--- src/hdl/gtk_pkg.sv ---
// ---------------------------------------------------------------------------
// gtk_pkg: shared types and constants of the gated track table
// Entry layout, store control, sequencer states, register codes, ln table.
// ---------------------------------------------------------------------------
package gtk_pkg;

   localparam int DIV_W   = 42;
   localparam int DVS_W   = 17;
   localparam int SCORE_W = 46;
   localparam int LN_W    = 17;
   localparam int LN2_Q12 = 2839;

   localparam logic [2:0] CSR_PROCESS_NOISE  = 3'd0;
   localparam logic [2:0] CSR_MEAS_VARIANCE  = 3'd1;
   localparam logic [2:0] CSR_INIT_VARIANCE  = 3'd2;
   localparam logic [2:0] CSR_PRUNE_VARIANCE = 3'd3;
   localparam logic [2:0] CSR_GATE_LIMIT     = 3'd4;

   localparam logic [15:0] RST_PROCESS_NOISE  = 16'd819;
   localparam logic [15:0] RST_MEAS_VARIANCE  = 16'd2621;
   localparam logic [15:0] RST_INIT_VARIANCE  = 16'd8028;
   localparam logic [15:0] RST_PRUNE_VARIANCE = 16'd16384;
   localparam logic [15:0] RST_GATE_LIMIT     = 16'd3807;

   localparam logic [11:0] LN_FRAC [32] = '{
      12'd0,    12'd126,  12'd248,  12'd367,  12'd482,  12'd595,  12'd704,  12'd810,
      12'd914,  12'd1015, 12'd1114, 12'd1210, 12'd1304, 12'd1396, 12'd1486, 12'd1575,
      12'd1661, 12'd1745, 12'd1828, 12'd1909, 12'd1989, 12'd2067, 12'd2143, 12'd2218,
      12'd2292, 12'd2365, 12'd2436, 12'd2506, 12'd2575, 12'd2642, 12'd2709, 12'd2775
   };

   typedef struct packed {
      logic [15:0] pos_x;
      logic [15:0] pos_y;
      logic [15:0] var_x;
      logic [15:0] var_y;
   } entry_type;

   typedef struct packed {
      logic wr_en;
      logic set_valid;
      logic clr_valid;
   } store_ctl_type;

   typedef enum logic [4:0] {
      ST_IDLE,
      ST_FRD,
      ST_FUP,
      ST_DRD,
      ST_DLD,
      ST_DMUL,
      ST_DDIV,
      ST_DWAIT,
      ST_DCMP,
      ST_KRD,
      ST_KLD,
      ST_KMUL,
      ST_KDIV,
      ST_KWAIT,
      ST_KWR,
      ST_NEW,
      ST_DONE
   } state_type;

   // ln(v / 2^14) in signed Q4.12, v >= 1
   function automatic logic signed [LN_W-1:0] ln_q12(input logic [15:0] v);
      int          e;
      logic [20:0] sh;
      logic [4:0]  m;
      int          r;
      e = 0;
      for (int i = 0; i < 16; i++) begin
         if (v[i]) e = i;
      end
      sh = {v, 5'b0} >> e;
      m  = sh[4:0];
      r  = (e - 14) * LN2_Q12 + int'(LN_FRAC[m]);
      return LN_W'(r);
   endfunction

endpackage

--- src/hdl/gtk_div.sv ---
// ---------------------------------------------------------------------------
// gtk_div: shared restoring divider
// One quotient bit per cycle; done pulses when the quotient is ready.
// ---------------------------------------------------------------------------
module gtk_div (
   input  logic                       clock,
   input  logic                       reset,
   input  logic                       start,
   input  logic [gtk_pkg::DIV_W-1:0]  dividend,
   input  logic [gtk_pkg::DVS_W-1:0]  divisor,
   output logic                       done,
   output logic [gtk_pkg::DIV_W-1:0]  quotient
);

   logic                      busy_ff, busy_in;
   logic                      done_ff, done_in;
   logic [5:0]                cnt_ff, cnt_in;
   logic [gtk_pkg::DVS_W:0]   rem_ff, rem_in;
   logic [gtk_pkg::DIV_W-1:0] quo_ff, quo_in;
   logic [gtk_pkg::DVS_W-1:0] dvs_ff, dvs_in;
   logic [gtk_pkg::DVS_W:0]   rem_sh;
   logic                      ge;

   always_comb begin
      rem_sh  = {rem_ff[gtk_pkg::DVS_W-1:0], quo_ff[gtk_pkg::DIV_W-1]};
      ge      = rem_sh >= {1'b0, dvs_ff};
      busy_in = busy_ff;
      done_in = 1'b0;
      cnt_in  = cnt_ff;
      rem_in  = rem_ff;
      quo_in  = quo_ff;
      dvs_in  = dvs_ff;
      if (start) begin
         busy_in = 1'b1;
         cnt_in  = '0;
         rem_in  = '0;
         quo_in  = dividend;
         dvs_in  = divisor;
      end else if (busy_ff) begin
         rem_in = ge ? rem_sh - {1'b0, dvs_ff} : rem_sh;
         quo_in = {quo_ff[gtk_pkg::DIV_W-2:0], ge};
         cnt_in = cnt_ff + 6'd1;
         if (cnt_ff == 6'(gtk_pkg::DIV_W - 1)) begin
            busy_in = 1'b0;
            done_in = 1'b1;
         end
      end
   end

   always_ff @(posedge clock) begin
      if (reset) begin
         busy_ff <= 1'b0;
         done_ff <= 1'b0;
         cnt_ff  <= '0;
      end else begin
         busy_ff <= busy_in;
         done_ff <= done_in;
         cnt_ff  <= cnt_in;
      end
      rem_ff <= rem_in;
      quo_ff <= quo_in;
      dvs_ff <= dvs_in;
   end

   assign done     = done_ff;
   assign quotient = quo_ff;

endmodule

--- src/hdl/gtk_store.sv ---
// ---------------------------------------------------------------------------
// gtk_store: track table storage
// One-port-write, one-port-read entry memory with registered read, and
// per-slot valid flags.
// ---------------------------------------------------------------------------
module gtk_store #(
   parameter int DEPTH = 16,
   parameter int AW    = 4
) (
   input  logic                   clock,
   input  logic                   reset,
   input  gtk_pkg::store_ctl_type ctl,
   input  logic [AW-1:0]          wr_addr,
   input  gtk_pkg::entry_type     wr_data,
   input  logic                   rd_en,
   input  logic [AW-1:0]          rd_addr,
   output gtk_pkg::entry_type     rd_data,
   output logic [DEPTH-1:0]       valid
);

   gtk_pkg::entry_type track_mem_ff [DEPTH];
   gtk_pkg::entry_type rd_data_ff;
   logic [DEPTH-1:0]   valid_ff, valid_in;

   always_comb begin
      valid_in = valid_ff;
      if (ctl.set_valid) valid_in[wr_addr] = 1'b1;
      if (ctl.clr_valid) valid_in[wr_addr] = 1'b0;
   end

   always_ff @(posedge clock) begin
      if (reset) begin
         valid_ff <= '0;
      end else begin
         valid_ff <= valid_in;
      end
   end

   always_ff @(posedge clock) begin
      if (ctl.wr_en) track_mem_ff[wr_addr] <= wr_data;
      if (rd_en) rd_data_ff <= track_mem_ff[rd_addr];
   end

   assign rd_data = rd_data_ff;
   assign valid   = valid_ff;

endmodule

--- src/hdl/gated_track_table_kalman.sv ---
// ---------------------------------------------------------------------------
// gated_track_table_kalman: gated nearest-neighbor track table
// Keeps up to MAX_TRACKS 2-D tracks and scores, matches, updates, creates and prunes them.
// ---------------------------------------------------------------------------
// Usage:
//   req_* carries one transaction: req_op 0 is a frame start (inflate the
//   variance of every valid track, prune tracks), req_op 1 is a detection at req_meas_x/y.
//   rsp_* returns exactly one result transaction per request.
//   csr_* writes the five tuning registers; write them only while idle.
// Flow (one transaction in flight; req_ready is high only when idle):
//   frame:     walks every slot, inflating and pruning each valid one.
//   detection: scores each valid slot with two divides, then runs a Kalman
//              update of the matched track, creates a track or drops it.
//   The 42-step bit-serial divider is shared by the score and the update.
// Reset clears every valid flag, the track count and the registers to
// their defaults. The result sits in an output register; a stalled
// receiver holds the block in its final state until rsp_ready.
// ---------------------------------------------------------------------------
module gated_track_table_kalman #(
   parameter int MAX_TRACKS = 16
) (
   input  logic        clock,
   input  logic        reset,
   input  logic        req_valid,
   output logic        req_ready,
   input  logic        req_op,
   input  logic [15:0] req_meas_x,
   input  logic [15:0] req_meas_y,
   output logic        rsp_valid,
   input  logic        rsp_ready,
   output logic [3:0]  rsp_slot,
   output logic        rsp_matched,
   output logic        rsp_created,
   output logic        rsp_dropped,
   output logic [15:0] rsp_est_x,
   output logic [15:0] rsp_est_y,
   output logic [4:0]  rsp_track_count,
   input  logic        csr_wr_en,
   input  logic [2:0]  csr_index,
   input  logic [15:0] csr_wdata
);

   localparam int AW = (MAX_TRACKS > 1) ? $clog2(MAX_TRACKS) : 1;
   localparam int CW = $clog2(MAX_TRACKS + 1);
   localparam int SW = gtk_pkg::SCORE_W;

   gtk_pkg::state_type state_ff, state_in;

   logic [15:0] pnoise_ff, pnoise_in, mvar_ff, mvar_in, ivar_ff, ivar_in;
   logic [15:0] prune_ff, prune_in, gate_ff, gate_in;

   logic [15:0] mx_ff, mx_in, my_ff, my_in;
   logic [15:0] px_ff, px_in, py_ff, py_in;
   logic [15:0] vx_ff, vx_in, vy_ff, vy_in;
   logic [15:0] dxa_ff, dxa_in, dya_ff, dya_in;
   logic [31:0] mul_ff, mul_in;
   logic signed [SW-1:0] score_ff, score_in, best_ff, best_in;
   logic [CW-1:0] idx_ff, idx_in, count_ff, count_in;
   logic [AW-1:0] hit_ff, hit_in, free_ff, free_in;
   logic          found_ff, found_in, free_found_ff, free_found_in;
   logic          axis_ff, axis_in, step_ff, step_in;

   logic [AW-1:0] slot_ff, slot_in;
   logic          matched_ff, matched_in, created_ff, created_in;
   logic          dropped_ff, dropped_in;
   logic [15:0]   estx_ff, estx_in, esty_ff, esty_in;

   logic        rsp_valid_ff, rsp_valid_in;
   logic [3:0]  rsp_slot_ff, rsp_slot_in;
   logic        rsp_matched_ff, rsp_matched_in, rsp_created_ff, rsp_created_in;
   logic        rsp_dropped_ff, rsp_dropped_in;
   logic [15:0] rsp_estx_ff, rsp_estx_in, rsp_esty_ff, rsp_esty_in;
   logic [4:0]  rsp_count_ff, rsp_count_in;

   gtk_pkg::store_ctl_type st_ctl;
   logic [AW-1:0]          st_wr_addr, st_rd_addr;
   gtk_pkg::entry_type     st_wr_data, st_rd_data;
   logic                   st_rd_en;
   logic [MAX_TRACKS-1:0]  st_valid;

   logic                          div_start, div_done;
   logic [gtk_pkg::DIV_W-1:0]     div_dividend, div_quo;
   logic [gtk_pkg::DVS_W-1:0]     div_divisor;

   logic [AW-1:0]  cur_idx;
   logic           scan_end, cur_valid;
   logic [15:0]    mul_a, mul_b;
   logic [15:0]    k_p, k_v, k_m, k_da;
   logic [16:0]    k_d, k_s, sum_a, sum_b;
   logic [15:0]    sat_a, sat_b, clx, cly;
   logic [16:0]    d_x, d_y;
   logic signed [gtk_pkg::LN_W-1:0] ln_x, ln_y;

   gtk_store #(.DEPTH(MAX_TRACKS), .AW(AW)) u_store (
      .clock   (clock),
      .reset   (reset),
      .ctl     (st_ctl),
      .wr_addr (st_wr_addr),
      .wr_data (st_wr_data),
      .rd_en   (st_rd_en),
      .rd_addr (st_rd_addr),
      .rd_data (st_rd_data),
      .valid   (st_valid)
   );

   gtk_div u_div (
      .clock    (clock),
      .reset    (reset),
      .start    (div_start),
      .dividend (div_dividend),
      .divisor  (div_divisor),
      .done     (div_done),
      .quotient (div_quo)
   );

   always_comb begin
      pnoise_in = pnoise_ff;
      mvar_in   = mvar_ff;
      ivar_in   = ivar_ff;
      prune_in  = prune_ff;
      gate_in   = gate_ff;
      if (csr_wr_en) begin
         case (csr_index)
            gtk_pkg::CSR_PROCESS_NOISE:  pnoise_in = csr_wdata;
            gtk_pkg::CSR_MEAS_VARIANCE:  mvar_in   = csr_wdata;
            gtk_pkg::CSR_INIT_VARIANCE:  ivar_in   = csr_wdata;
            gtk_pkg::CSR_PRUNE_VARIANCE: prune_in  = csr_wdata;
            gtk_pkg::CSR_GATE_LIMIT:     gate_in   = csr_wdata;
            default: ;
         endcase
      end
   end

   always_comb begin
      cur_idx   = idx_ff[AW-1:0];
      scan_end  = idx_ff == CW'(MAX_TRACKS);
      cur_valid = st_valid[cur_idx];

      // frame inflate
      sum_a = {1'b0, st_rd_data.var_x} + {1'b0, pnoise_ff};
      sum_b = {1'b0, st_rd_data.var_y} + {1'b0, pnoise_ff};
      sat_a = sum_a[16] ? 16'hFFFF : sum_a[15:0];
      sat_b = sum_b[16] ? 16'hFFFF : sum_b[15:0];

      // score load
      clx  = (st_rd_data.var_x == 16'd0) ? 16'd1 : st_rd_data.var_x;
      cly  = (st_rd_data.var_y == 16'd0) ? 16'd1 : st_rd_data.var_y;
      d_x  = {mx_ff[15], mx_ff} - {st_rd_data.pos_x[15], st_rd_data.pos_x};
      d_y  = {my_ff[15], my_ff} - {st_rd_data.pos_y[15], st_rd_data.pos_y};
      ln_x = gtk_pkg::ln_q12(clx);
      ln_y = gtk_pkg::ln_q12(cly);

      // Kalman axis
      k_p  = axis_ff ? py_ff : px_ff;
      k_v  = axis_ff ? vy_ff : vx_ff;
      k_m  = axis_ff ? my_ff : mx_ff;
      k_d  = {k_m[15], k_m} - {k_p[15], k_p};
      k_da = k_d[16] ? 16'(-k_d) : k_d[15:0];
      k_s  = {1'b0, k_v} + {1'b0, mvar_ff};

      state_in      = state_ff;
      mx_in         = mx_ff;
      my_in         = my_ff;
      px_in         = px_ff;
      py_in         = py_ff;
      vx_in         = vx_ff;
      vy_in         = vy_ff;
      dxa_in        = dxa_ff;
      dya_in        = dya_ff;
      mul_in        = mul_ff;
      score_in      = score_ff;
      best_in       = best_ff;
      idx_in        = idx_ff;
      count_in      = count_ff;
      hit_in        = hit_ff;
      free_in       = free_ff;
      found_in      = found_ff;
      free_found_in = free_found_ff;
      axis_in       = axis_ff;
      step_in       = step_ff;
      slot_in       = slot_ff;
      matched_in    = matched_ff;
      created_in    = created_ff;
      dropped_in    = dropped_ff;
      estx_in       = estx_ff;
      esty_in       = esty_ff;

      rsp_valid_in   = rsp_valid_ff;
      rsp_slot_in    = rsp_slot_ff;
      rsp_matched_in = rsp_matched_ff;
      rsp_created_in = rsp_created_ff;
      rsp_dropped_in = rsp_dropped_ff;
      rsp_estx_in    = rsp_estx_ff;
      rsp_esty_in    = rsp_esty_ff;
      rsp_count_in   = rsp_count_ff;
      if (rsp_valid_ff && rsp_ready) rsp_valid_in = 1'b0;

      st_ctl       = '0;
      st_wr_addr   = cur_idx;
      st_wr_data   = st_rd_data;
      st_rd_en     = 1'b0;
      st_rd_addr   = cur_idx;
      div_start    = 1'b0;
      div_dividend = {mul_ff, 10'b0};
      div_divisor  = {1'b0, axis_ff ? vy_ff : vx_ff};
      mul_a        = axis_ff ? dya_ff : dxa_ff;
      mul_b        = mul_a;

      case (state_ff)
         gtk_pkg::ST_IDLE: begin
            if (req_valid) begin
               mx_in         = req_meas_x;
               my_in         = req_meas_y;
               idx_in        = '0;
               best_in       = {{(SW-16){gate_ff[15]}}, gate_ff};
               found_in      = 1'b0;
               free_found_in = 1'b0;
               slot_in       = '0;
               matched_in    = 1'b0;
               created_in    = 1'b0;
               dropped_in    = 1'b0;
               estx_in       = '0;
               esty_in       = '0;
               state_in      = req_op ? gtk_pkg::ST_DRD : gtk_pkg::ST_FRD;
            end
         end
         gtk_pkg::ST_FRD: begin
            if (scan_end) begin
               state_in = gtk_pkg::ST_DONE;
            end else if (!cur_valid) begin
               idx_in = idx_ff + CW'(1);
            end else begin
               st_rd_en = 1'b1;
               state_in = gtk_pkg::ST_FUP;
            end
         end
         gtk_pkg::ST_FUP: begin
            st_ctl.wr_en     = 1'b1;
            st_wr_data.var_x = sat_a;
            st_wr_data.var_y = sat_b;
            if (sat_a > prune_ff || sat_b > prune_ff) begin
               st_ctl.clr_valid = 1'b1;
               count_in         = count_ff - CW'(1);
            end
            idx_in   = idx_ff + CW'(1);
            state_in = gtk_pkg::ST_FRD;
         end
         gtk_pkg::ST_DRD: begin
            if (scan_end) begin
               if (found_ff) begin
                  state_in = gtk_pkg::ST_KRD;
               end else if (free_found_ff) begin
                  state_in = gtk_pkg::ST_NEW;
               end else begin
                  dropped_in = 1'b1;
                  state_in   = gtk_pkg::ST_DONE;
               end
            end else if (!cur_valid) begin
               if (!free_found_ff) begin
                  free_in       = cur_idx;
                  free_found_in = 1'b1;
               end
               idx_in = idx_ff + CW'(1);
            end else begin
               st_rd_en = 1'b1;
               state_in = gtk_pkg::ST_DLD;
            end
         end
         gtk_pkg::ST_DLD: begin
            vx_in    = clx;
            vy_in    = cly;
            dxa_in   = d_x[16] ? 16'(-d_x) : d_x[15:0];
            dya_in   = d_y[16] ? 16'(-d_y) : d_y[15:0];
            score_in = {{(SW-gtk_pkg::LN_W){ln_x[gtk_pkg::LN_W-1]}}, ln_x}
                     + {{(SW-gtk_pkg::LN_W){ln_y[gtk_pkg::LN_W-1]}}, ln_y};
            axis_in  = 1'b0;
            state_in = gtk_pkg::ST_DMUL;
         end
         gtk_pkg::ST_DMUL: begin
            mul_in   = mul_a * mul_b;
            state_in = gtk_pkg::ST_DDIV;
         end
         gtk_pkg::ST_DDIV: begin
            div_start = 1'b1;
            state_in  = gtk_pkg::ST_DWAIT;
         end
         gtk_pkg::ST_DWAIT: begin
            if (div_done) begin
               score_in = score_ff + $signed({{(SW-gtk_pkg::DIV_W){1'b0}}, div_quo});
               if (!axis_ff) begin
                  axis_in  = 1'b1;
                  state_in = gtk_pkg::ST_DMUL;
               end else begin
                  state_in = gtk_pkg::ST_DCMP;
               end
            end
         end
         gtk_pkg::ST_DCMP: begin
            if (score_ff < best_ff) begin
               best_in  = score_ff;
               hit_in   = cur_idx;
               found_in = 1'b1;
            end
            idx_in   = idx_ff + CW'(1);
            state_in = gtk_pkg::ST_DRD;
         end
         gtk_pkg::ST_KRD: begin
            st_rd_en   = 1'b1;
            st_rd_addr = hit_ff;
            state_in   = gtk_pkg::ST_KLD;
         end
         gtk_pkg::ST_KLD: begin
            px_in    = st_rd_data.pos_x;
            py_in    = st_rd_data.pos_y;
            vx_in    = st_rd_data.var_x;
            vy_in    = st_rd_data.var_y;
            axis_in  = 1'b0;
            step_in  = 1'b0;
            state_in = gtk_pkg::ST_KMUL;
         end
         gtk_pkg::ST_KMUL: begin
            if (k_s == 17'd0) begin
               if (!axis_ff) begin
                  axis_in = 1'b1;
               end else begin
                  state_in = gtk_pkg::ST_KWR;
               end
            end else begin
               mul_a    = step_ff ? mvar_ff : k_da;
               mul_b    = k_v;
               mul_in   = mul_a * mul_b;
               state_in = gtk_pkg::ST_KDIV;
            end
         end
         gtk_pkg::ST_KDIV: begin
            div_start    = 1'b1;
            div_dividend = gtk_pkg::DIV_W'(mul_ff) + gtk_pkg::DIV_W'(k_s >> 1);
            div_divisor  = k_s;
            state_in     = gtk_pkg::ST_KWAIT;
         end
         gtk_pkg::ST_KWAIT: begin
            div_dividend = gtk_pkg::DIV_W'(mul_ff) + gtk_pkg::DIV_W'(k_s >> 1);
            div_divisor  = k_s;
            if (div_done) begin
               if (!step_ff) begin
                  if (axis_ff) begin
                     py_in = k_d[16] ? k_p - div_quo[15:0] : k_p + div_quo[15:0];
                  end else begin
                     px_in = k_d[16] ? k_p - div_quo[15:0] : k_p + div_quo[15:0];
                  end
                  step_in  = 1'b1;
                  state_in = gtk_pkg::ST_KMUL;
               end else begin
                  if (axis_ff) begin
                     vy_in = div_quo[15:0];
                  end else begin
                     vx_in = div_quo[15:0];
                  end
                  step_in = 1'b0;
                  if (!axis_ff) begin
                     axis_in  = 1'b1;
                     state_in = gtk_pkg::ST_KMUL;
                  end else begin
                     state_in = gtk_pkg::ST_KWR;
                  end
               end
            end
         end
         gtk_pkg::ST_KWR: begin
            st_ctl.wr_en     = 1'b1;
            st_wr_addr       = hit_ff;
            st_wr_data.pos_x = px_ff;
            st_wr_data.pos_y = py_ff;
            st_wr_data.var_x = vx_ff;
            st_wr_data.var_y = vy_ff;
            slot_in          = hit_ff;
            matched_in       = 1'b1;
            estx_in          = px_ff;
            esty_in          = py_ff;
            state_in         = gtk_pkg::ST_DONE;
         end
         gtk_pkg::ST_NEW: begin
            st_ctl.wr_en     = 1'b1;
            st_ctl.set_valid = 1'b1;
            st_wr_addr       = free_ff;
            st_wr_data.pos_x = mx_ff;
            st_wr_data.pos_y = my_ff;
            st_wr_data.var_x = ivar_ff;
            st_wr_data.var_y = ivar_ff;
            count_in         = count_ff + CW'(1);
            slot_in          = free_ff;
            created_in       = 1'b1;
            estx_in          = mx_ff;
            esty_in          = my_ff;
            state_in         = gtk_pkg::ST_DONE;
         end
         gtk_pkg::ST_DONE: begin
            if (!rsp_valid_ff || rsp_ready) begin
               rsp_valid_in   = 1'b1;
               rsp_slot_in    = 4'(slot_ff);
               rsp_matched_in = matched_ff;
               rsp_created_in = created_ff;
               rsp_dropped_in = dropped_ff;
               rsp_estx_in    = estx_ff;
               rsp_esty_in    = esty_ff;
               rsp_count_in   = 5'(count_ff);
               state_in       = gtk_pkg::ST_IDLE;
            end
         end
         default: state_in = gtk_pkg::ST_IDLE;
      endcase
   end

   always_ff @(posedge clock) begin
      if (reset) begin
         state_ff     <= gtk_pkg::ST_IDLE;
         pnoise_ff    <= gtk_pkg::RST_PROCESS_NOISE;
         mvar_ff      <= gtk_pkg::RST_MEAS_VARIANCE;
         ivar_ff      <= gtk_pkg::RST_INIT_VARIANCE;
         prune_ff     <= gtk_pkg::RST_PRUNE_VARIANCE;
         gate_ff      <= gtk_pkg::RST_GATE_LIMIT;
         count_ff     <= '0;
         rsp_valid_ff <= 1'b0;
      end else begin
         state_ff     <= state_in;
         pnoise_ff    <= pnoise_in;
         mvar_ff      <= mvar_in;
         ivar_ff      <= ivar_in;
         prune_ff     <= prune_in;
         gate_ff      <= gate_in;
         count_ff     <= count_in;
         rsp_valid_ff <= rsp_valid_in;
      end
      mx_ff          <= mx_in;
      my_ff          <= my_in;
      px_ff          <= px_in;
      py_ff          <= py_in;
      vx_ff          <= vx_in;
      vy_ff          <= vy_in;
      dxa_ff         <= dxa_in;
      dya_ff         <= dya_in;
      mul_ff         <= mul_in;
      score_ff       <= score_in;
      best_ff        <= best_in;
      idx_ff         <= idx_in;
      hit_ff         <= hit_in;
      free_ff        <= free_in;
      found_ff       <= found_in;
      free_found_ff  <= free_found_in;
      axis_ff        <= axis_in;
      step_ff        <= step_in;
      slot_ff        <= slot_in;
      matched_ff     <= matched_in;
      created_ff     <= created_in;
      dropped_ff     <= dropped_in;
      estx_ff        <= estx_in;
      esty_ff        <= esty_in;
      rsp_slot_ff    <= rsp_slot_in;
      rsp_matched_ff <= rsp_matched_in;
      rsp_created_ff <= rsp_created_in;
      rsp_dropped_ff <= rsp_dropped_in;
      rsp_estx_ff    <= rsp_estx_in;
      rsp_esty_ff    <= rsp_esty_in;
      rsp_count_ff   <= rsp_count_in;
   end

   assign req_ready       = state_ff == gtk_pkg::ST_IDLE;
   assign rsp_valid       = rsp_valid_ff;
   assign rsp_slot        = rsp_slot_ff;
   assign rsp_matched     = rsp_matched_ff;
   assign rsp_created     = rsp_created_ff;
   assign rsp_dropped     = rsp_dropped_ff;
   assign rsp_est_x       = rsp_estx_ff;
   assign rsp_est_y       = rsp_esty_ff;
   assign rsp_track_count = rsp_count_ff;

endmodule

--- config.mk ---
export PLATFORM = sky130hd
export DESIGN_NAME = gated_track_table_kalman
export DESIGN_NICKNAME = d
export VERILOG_FILES = /design/src/hdl/gtk_pkg.sv /design/src/hdl/gtk_div.sv /design/src/hdl/gtk_store.sv /design/src/hdl/gated_track_table_kalman.sv
export SDC_FILE = /design/constraint.sdc
export NUM_CORES = 2
export LEC_CHECK = 0
export BUFFER_PORTS_ARGS = -buffer_cell sky130_fd_sc_hd__buf_2
export CAP_MARGIN = 5
export CORE_ASPECT_RATIO = 1.5
export CORE_MARGIN = 4
export CORE_UTILIZATION = 60
export DETAILED_ROUTE_END_ITERATION = 10
export HOLD_SLACK_MARGIN = 0.02
export PLACE_DENSITY_LB_ADDON = 0.1
export SYNTH_ARGS = -nofsm -noshare
export SYNTH_HDL_FRONTEND = slang
export SYNTH_HIERARCHICAL = 1
export SYNTH_SLANG_ARGS = --single-unit
--- constraint.sdc ---
create_clock -name clock -period 12.6 [get_ports clock]
set_input_delay 1.89 -clock clock [delete_from_list [all_inputs] [get_ports clock]]
set_output_delay 1.89 -clock clock [all_outputs]
set_load 0.03 [all_outputs]
### After elaboration in Yosys (flattened, before gate mapping)

Memories as Yosys holds them, arrays and structs flattened. A register that Yosys moved wholly into a read port is not among the register bits.
Index checks and enable logic that the tools add are counted.

| operators by class | value |
|---|---|
| order comparisons | 9 |
| add/sub/neg operators | 23 |
| shift operators | 2 |
| mux-type cells | 150 |
| equal/unequal tests | 44 |
| div/mod/pow operators | 0 |
| $mul | 4 |
| reduce and logical (&&, ||, !) cells | 58 |
| bitwise gates (word level) | 9 |

Operators with widths:

| operator | number |
|---|---|
| 2-to-1 mux 32 bit | 29 |
| 2-to-1 mux 16 bit | 29 |
| one-hot mux 16 bit (3 select lines) | 4 |
| one-hot mux 46 bit (2 select lines) | 2 |
| 2-to-1 mux 46 bit | 3 |
| one-hot mux 32 bit (2 select lines) | 2 |
| 2-to-1 mux 42 bit | 3 |
| one-hot mux 32 bit (3 select lines) | 1 |
| 2-to-1 mux 5 bit | 17 |
| one-hot mux 5 bit (16 select lines) | 1 |
| multiplier 16 x 16 -> 32 bit | 2 |
| multiplier 32 x 13 -> 17 bit (second input constant) | 2 |
| one-hot mux 16 bit (2 select lines) | 2 |
| >> shifter 21 x 32 -> 5 bit | 2 |
| subtractor 32 x 5 -> 32 bit (second input constant) | 2 |
| adder 16 x 16 -> 17 bit | 3 |
| subtractor 16 x 16 -> 17 bit | 3 |
| 2-to-1 mux 12 bit | 4 |
| negation 16 bit | 3 |
| adder 46 x 43 -> 46 bit | 1 |
| less-than comparator 46 bit | 1 |
| equality test 5 x 4 -> 1 bit (second input constant) | 8 |
| adder 17 x 13 -> 17 bit | 2 |
| inequality test 2 bit (second input constant) | 17 |
| other kinds (58) | 156 |

| word-level totals | value |
|---|---|
| latch bits | 0 |
| register bits | 543 |
| bits in read-only memories | 768 |
| memory bits (writable) | 1024 |
| input bits | 57 |
| memories | 3 |
| word-level logic and storage cells | 349 |
| output and inout port bits | 46 |

Memories:

| name | words | width | rd ports | clocked after Yosys merged registers in | write ports | RTL line | text |
|---|---|---|---|---|---|---|---|
| u_store.track_mem_ff | 16 | 64 | 1 | 1 | 1 | gtk_store.sv:21 | `gtk_pkg::entry_type track_mem_ff [DEPTH];` |
| (name not given) | 32 | 12 | 1 | 0 | 0 | gtk_pkg.sv:77 | `r = (e - 14) * LN2_Q12 + int'(LN_FRAC[m]);` |
| (name not given) | 32 | 12 | 1 | 0 | 0 | gtk_pkg.sv:77 |  |

### Longest topological paths before layout

| logic depth | value |
|---|---|
| depth in word-level cells | 25 |
| gate-level depth with buffers | 43 |
| gate-level depth less buffers | 37 |

### By module

The synthesis kept the hierarchy.

Modules (own cells, without submodules):

| module | area each (sq um) | instances | cells an instance | seq. area each (sq um) |
|---|---|---|---|---|
| gated_track_table_kalman | 54604.9 | 1 | 6090 | 12391.9 |
| gtk_store | 40925.5 | 1 | 1718 | 32991.6 |
| gtk_div | 4281.6 | 1 | 364 | 2272.2 |

### Worst setup path before layout

No wires, ideal clock.

| timing | value |
|---|---|
| path type | reg-to-reg |
| start point | reg axis_ff |
| end point | reg mul_ff[31] (data pin) |
| setup slack | 1840 ps |
| data required time | 12330 ps |
| data arrival time | 10490 ps |
| period minus slack after synthesis | 10760 ps |
| stages on the path, launching flop included | 43 |
| cells stage by stage | edfxtp_1 > clkbuf_1 > buf_1 > clkbuf_1 > buf_1 > clkbuf_1 > mux2i_1 > inv_1 > ha_1 > inv_1 > fa_1 > a211oi_2 > o211a_1 > o31ai_1 > a211oi_1 > a311oi_2 > a21oi_1 > xnor2_1 > [... 7 more ...] > fa_1 > inv_1 > fa_1 > inv_1 > fa_1 > inv_1 > fa_1 > ha_1 > a21o_1 > a21oi_1 > o21ai_0 > a21o_1 > o41a_1 > o211ai_1 > a21oi_1 > a311oi_1 > xnor2_1 > a21oi_1 |

| between the ends | value |
|---|---|
| cells in the longest elaborated chain, start to end | 8 |
| elaborated cells between the ends (all ways) | 12 |

RTL lines:

| what | RTL line | text |
|---|---|---|
| start: declaration | gated_track_table_kalman.sv:61 | `logic axis_ff, axis_in, step_ff, step_in;` |
| start signal: assignment | gated_track_table_kalman.sv:450 | `axis_ff <= axis_in;` |
| 2-to-1 mux 16 bit (on tied branches) | gated_track_table_kalman.sv:156, gated_track_table_kalman.sv:154 |  |
| subtractor 16 x 16 -> 17 bit | gated_track_table_kalman.sv:157 | `k_d = {k_m[15], k_m} - {k_p[15], k_p};` |
| negation 16 bit | gated_track_table_kalman.sv:158 | `k_da = k_d[16] ? 16'(-k_d) : k_d[15:0];` |
| 2-to-1 mux 16 bit | gated_track_table_kalman.sv:158 |  |
| 2-to-1 mux 16 bit | gated_track_table_kalman.sv:329 | `mul_a = step_ff ? mvar_ff : k_da;` |
| multiplier 16 x 16 -> 32 bit | gated_track_table_kalman.sv:331 | `mul_in = mul_a * mul_b;` |
| 2-to-1 mux 32 bit | gated_track_table_kalman.sv:322 | `if (k_s == 17'd0) begin` |
| one-hot mux 32 bit (2 select lines) (*) | gated_track_table_kalman.sv:209 | `case (state_ff)` |
| via mul_in[31] | gated_track_table_kalman.sv:56 | `logic [31:0] mul_ff, mul_in;` |
| end signal: assignment | gated_track_table_kalman.sv:442 | `mul_ff <= mul_in;` |
| end: declaration | gated_track_table_kalman.sv:56 |  |

Mark *: on every way through the listed nets, which the timed path passes. The rest lies on a longest branch. The select of a mux whose other input is x is not followed.
A chain may end at the register's enable or synchronous reset.

### Worst setup path after layout

| timing | value |
|---|---|
| start point | reg axis_ff |
| end point | reg mul_ff[30] (data pin) |

Same word-level chain as after synthesis.

==> summary.md <==
CTS
- clock-pin slew on the worst setup and hold paths: 0.07 ns
- Num CTS Buffers: 153
- number of hold buffers added after cts: 0
- number of setup buffers added after CTS: 0
- clock tree from TritonCTS: yes
- cells resized by post-CTS repair: 0
- Max H-tree Level: 4
- worst skew pair latency: 0.83 ns
- root buffer selected by CTS: clkbuf_16
- Clock Sink Count: 1631
- worst-case clock buffer depth: 3

STA
- Final Hold Fails: 0
- Final Cycle Share: 88.8%
- unrepaired setup endpoints after global routing: false
- slew at the pin with the worst max-slew slack: 1.22 ns
- worst rel slew slack: 16.5%
- number of pins exceeding their max-slew limit in the final report: 0
- Setup Viol. Count Final: 0
- Post-Route Skew: 0.0596 ns
- highest clock frequency the design can meet: 0.0894 GHz
- sum of negative setup slack: 0 ns
- fin crit period: 11.19 ns

Critical path
- count of buffering cells on the critical path with inverters included: 6
- Max stage delay cell, worst path: a311oi_2
- cell repeated most along the worst path: fa_1
- count of cell instances traversed by the critical path: 34
- Data arrival, critical path: 11.69 ns
- delay of the slowest cell on the worst path: 1.05 ns
- register-to-register setup slack: 1.41 ns
- critical path startpoint category: flip-flop
- endpoint type of the worst setup path: flip-flop
- CP max FO: 42
- origin of the critical flop-to-flop path: axis_ff
- capturing point of the worst reg2reg path: mul_ff[30]
- Crit path max-delay family: compound AO/OA/AOI/OAI gates
- crit path launch: axis_ff
- data required time of the worst path: 13.10 ns
- worst r2r path cells: 34
- WS Path Type: reg -> reg

Place
- estimated wirelength of the detail-placed design: 199 mm
- GP Congestion: 0.964
- Port Buffers: 102
- cell count after placement: 10200

Logic synthesis
- most instantiated library cell after synthesis: edfxtp_1
- Mapped Nets: 9303
- top flip-flop cell by instance count after synthesis: edfxtp_1
- number of enable flip-flop cells after synthesis: 1499
- Synth Area per Inst: 12.2 sq um
- YS warnings: 6
- Cells after Synth: 8172
- Async S/R FF share, synth: 0%
- number of library cell types mapped by synthesis: 114
- area share of the leading cell type in the synthesized netlist: 45.1%
- synthesized cell area: 0.0998 sq mm
- cell types with the largest area share after synthesis: edfxtp_1 45%, fa_1 9.0%, ha_1 7.8%
- sequential share of the synthesized area: 47.7%
- number of storage elements in the synthesis netlist: 1631
- largest area contributor in the netlist: edfxtp_1
- list of most frequent post-synthesis cells: 1499 x edfxtp_1, 823 x inv_1, 735 x nand2_1

Drt
- DRT antenna net count: 0
- routed wire length: 285 mm
- iteration-0 DRC count of the detailed router: 6353
- number of DRC violations after detailed routing: 0
- length of the first detailed-routing pass in iterations: 6
- Via density: 6.37
- total via count after detailed routing: 67100
- WL per Instance: 27.0 microns

Floorplan
- initial core utilization: 60.3%
- die width: 341 microns
- placement row count: 183
- height of the chip: 508 microns
- number of ports placed on the die boundary: 103
- die outline area: 0.173 sq mm
- area inside the core boundary: 0.166 sq mm

Cells and area
- fillcell total: 12500
- fraction of layout cells with a size suffix above 1: 11.5%
- Finished Core Util: 64.9%
- Final Instance Count excl. Fillers: 10500
- number of nets in the final layout: 9306
- area delta synth->final: 7.69%

Global routing
- global-route wire length before repair: 426 mm
- number of antenna violations at the first check in global routing: 14
- number of global-route vias before repair: 68300
- GRT Overall Usage: 33.0%
- pin count of the biggest net entering global routing: 122
- global-route congestion overflow total: 0

Hold path
- Hold Path Origin: dropped_ff
- Min-Delay Path Depth: 0
- WHS Endpoint: rsp_dropped
- worst hold-check path type: reg -> reg

Job
- max-capacitance violation count: 0

Outcome
- status: finished clean

layout make-up:
type | count | area, sq um | share of cell area, %
antenna | 7 | 17.5 | 0.0163
tap | 2220 | 2780 | 2.58
multi-input combinational | 5363 | 47700 | 44.4
clock inverter | 98 | 1070 | 0.999
inverter | 837 | 3140 | 2.92
sequential | 1631 | 47700 | 44.3
clock buffer | 183 | 3950 | 3.68
timing repair buffer | 189 | 1190 | 1.11
cells in the final DEF, fill, tap and decap left out, types with 59 or more instances in the layout:
| master | count |
|---|---|
| inv_1 | 822 |
| buf_2 | 102 |
| edfxtp_1 | 1499 |
| xnor2_1 | 189 |
| nor3_1 | 105 |
| fa_1 | 449 |
| ha_1 | 625 |
| a21oi_1 | 361 |
| mux2i_1 | 126 |
| a211oi_1 | 63 |
| nor2b_1 | 59 |
| and2_1 | 73 |
| clkbuf_16 | 153 |
| nand3_1 | 118 |
| mux4_2 | 263 |
| o21ai_0 | 269 |
| dfxtp_1 | 131 |
| buf_4 | 85 |
| a21o_1 | 186 |
| nor2_1 | 507 |
| a22oi_1 | 131 |
| nand2_1 | 731 |
| xor2_1 | 118 |
| nand2b_1 | 67 |
| mux2_2 | 129 |
registers in the layout, indices dropped and copies added (netlist names), 17 cells and up:
signal and flops:
score_ff 46, mul_ff 32, u_store/track_mem_ff 1024, best_ff 46, u_div/dvs_ff 17, u_div/rem_ff 17
u_div/quotient 42, u_store/rd_data 64
stage by stage:
step	hold WS, ns	instance area, sq um	setup WS [ns]
after floorplan	0.400	99800	1.84
after global placement	0.404	102000	1.68
after detailed placement	0.405	102000	1.55
after CTS	0.419	107000	1.43
after global routing	0.425	107000	0.640
final	0.418	107000	1.41
routing by layer:
| layer | global-route usage, % | vias to the layer above | wire length [microns] | part of all wire (%) |
|---|---|---|---|---|
| met5 | 0 | - | 57 | 0.020 |
| met4 | 17.9 | 10 | 18400 | 6.5 |
| met3 | 5.18 | 716 | 20800 | 7.3 |
| met2 | 55.6 | 2920 | 140000 | 49 |
| met1 | 41.1 | 33800 | 105000 | 37 |
| li1 | - | 29700 | - | - |
worst register-to-register path: cells and delay by family (launching register included):
kind                     cells  cell delay, ns
flip-flops                   1            0.69
buffers and inverters        6            0.88
XOR/XNOR                     1            0.18
multiplexers                 2            0.90
AO/OA/AOI/OAI               14            4.05
adder cells (fa/ha/maj)      8            3.74
AND/OR/NAND/NOR              3            0.47
how the worst max path moves through the flow:
| stage | endpoint | slack, ns |
|---|---|---|
| 2_1_floorplan | mul_ff[31] | 1.84 |
| 3_3_place_gp | mul_ff[30] | 1.68 |
| 3_5_place_dp | mul_ff[30] | 1.55 |
| 4_1_cts | mul_ff[30] | 1.43 |
| 5_1_grt | mul_ff[30] | 0.64 |
| 6_report | mul_ff[30] | 1.41 |
logic make-up (layout without fill, tap and decap cells):
family                     after synthesis  in the layout  share of synthesized area [%]
AOI/OAI and AO/OA                     1524           1524                           10.3
xor gates and xnor gates               309            309                           2.73
adders and majority gates             1074           1074                           16.8
buffers and inverters                 1178           1307                           4.74
DFF                                   1631           1631                           47.7
muxes                                  525            525                           8.73
other                                    0              7                              0
and+or+nand+nor                       1931           1931                           8.93
Power is left out: the tool's default activity adds up to more than one toggle a clock period on the data nets, which glitch-free logic cannot reach.
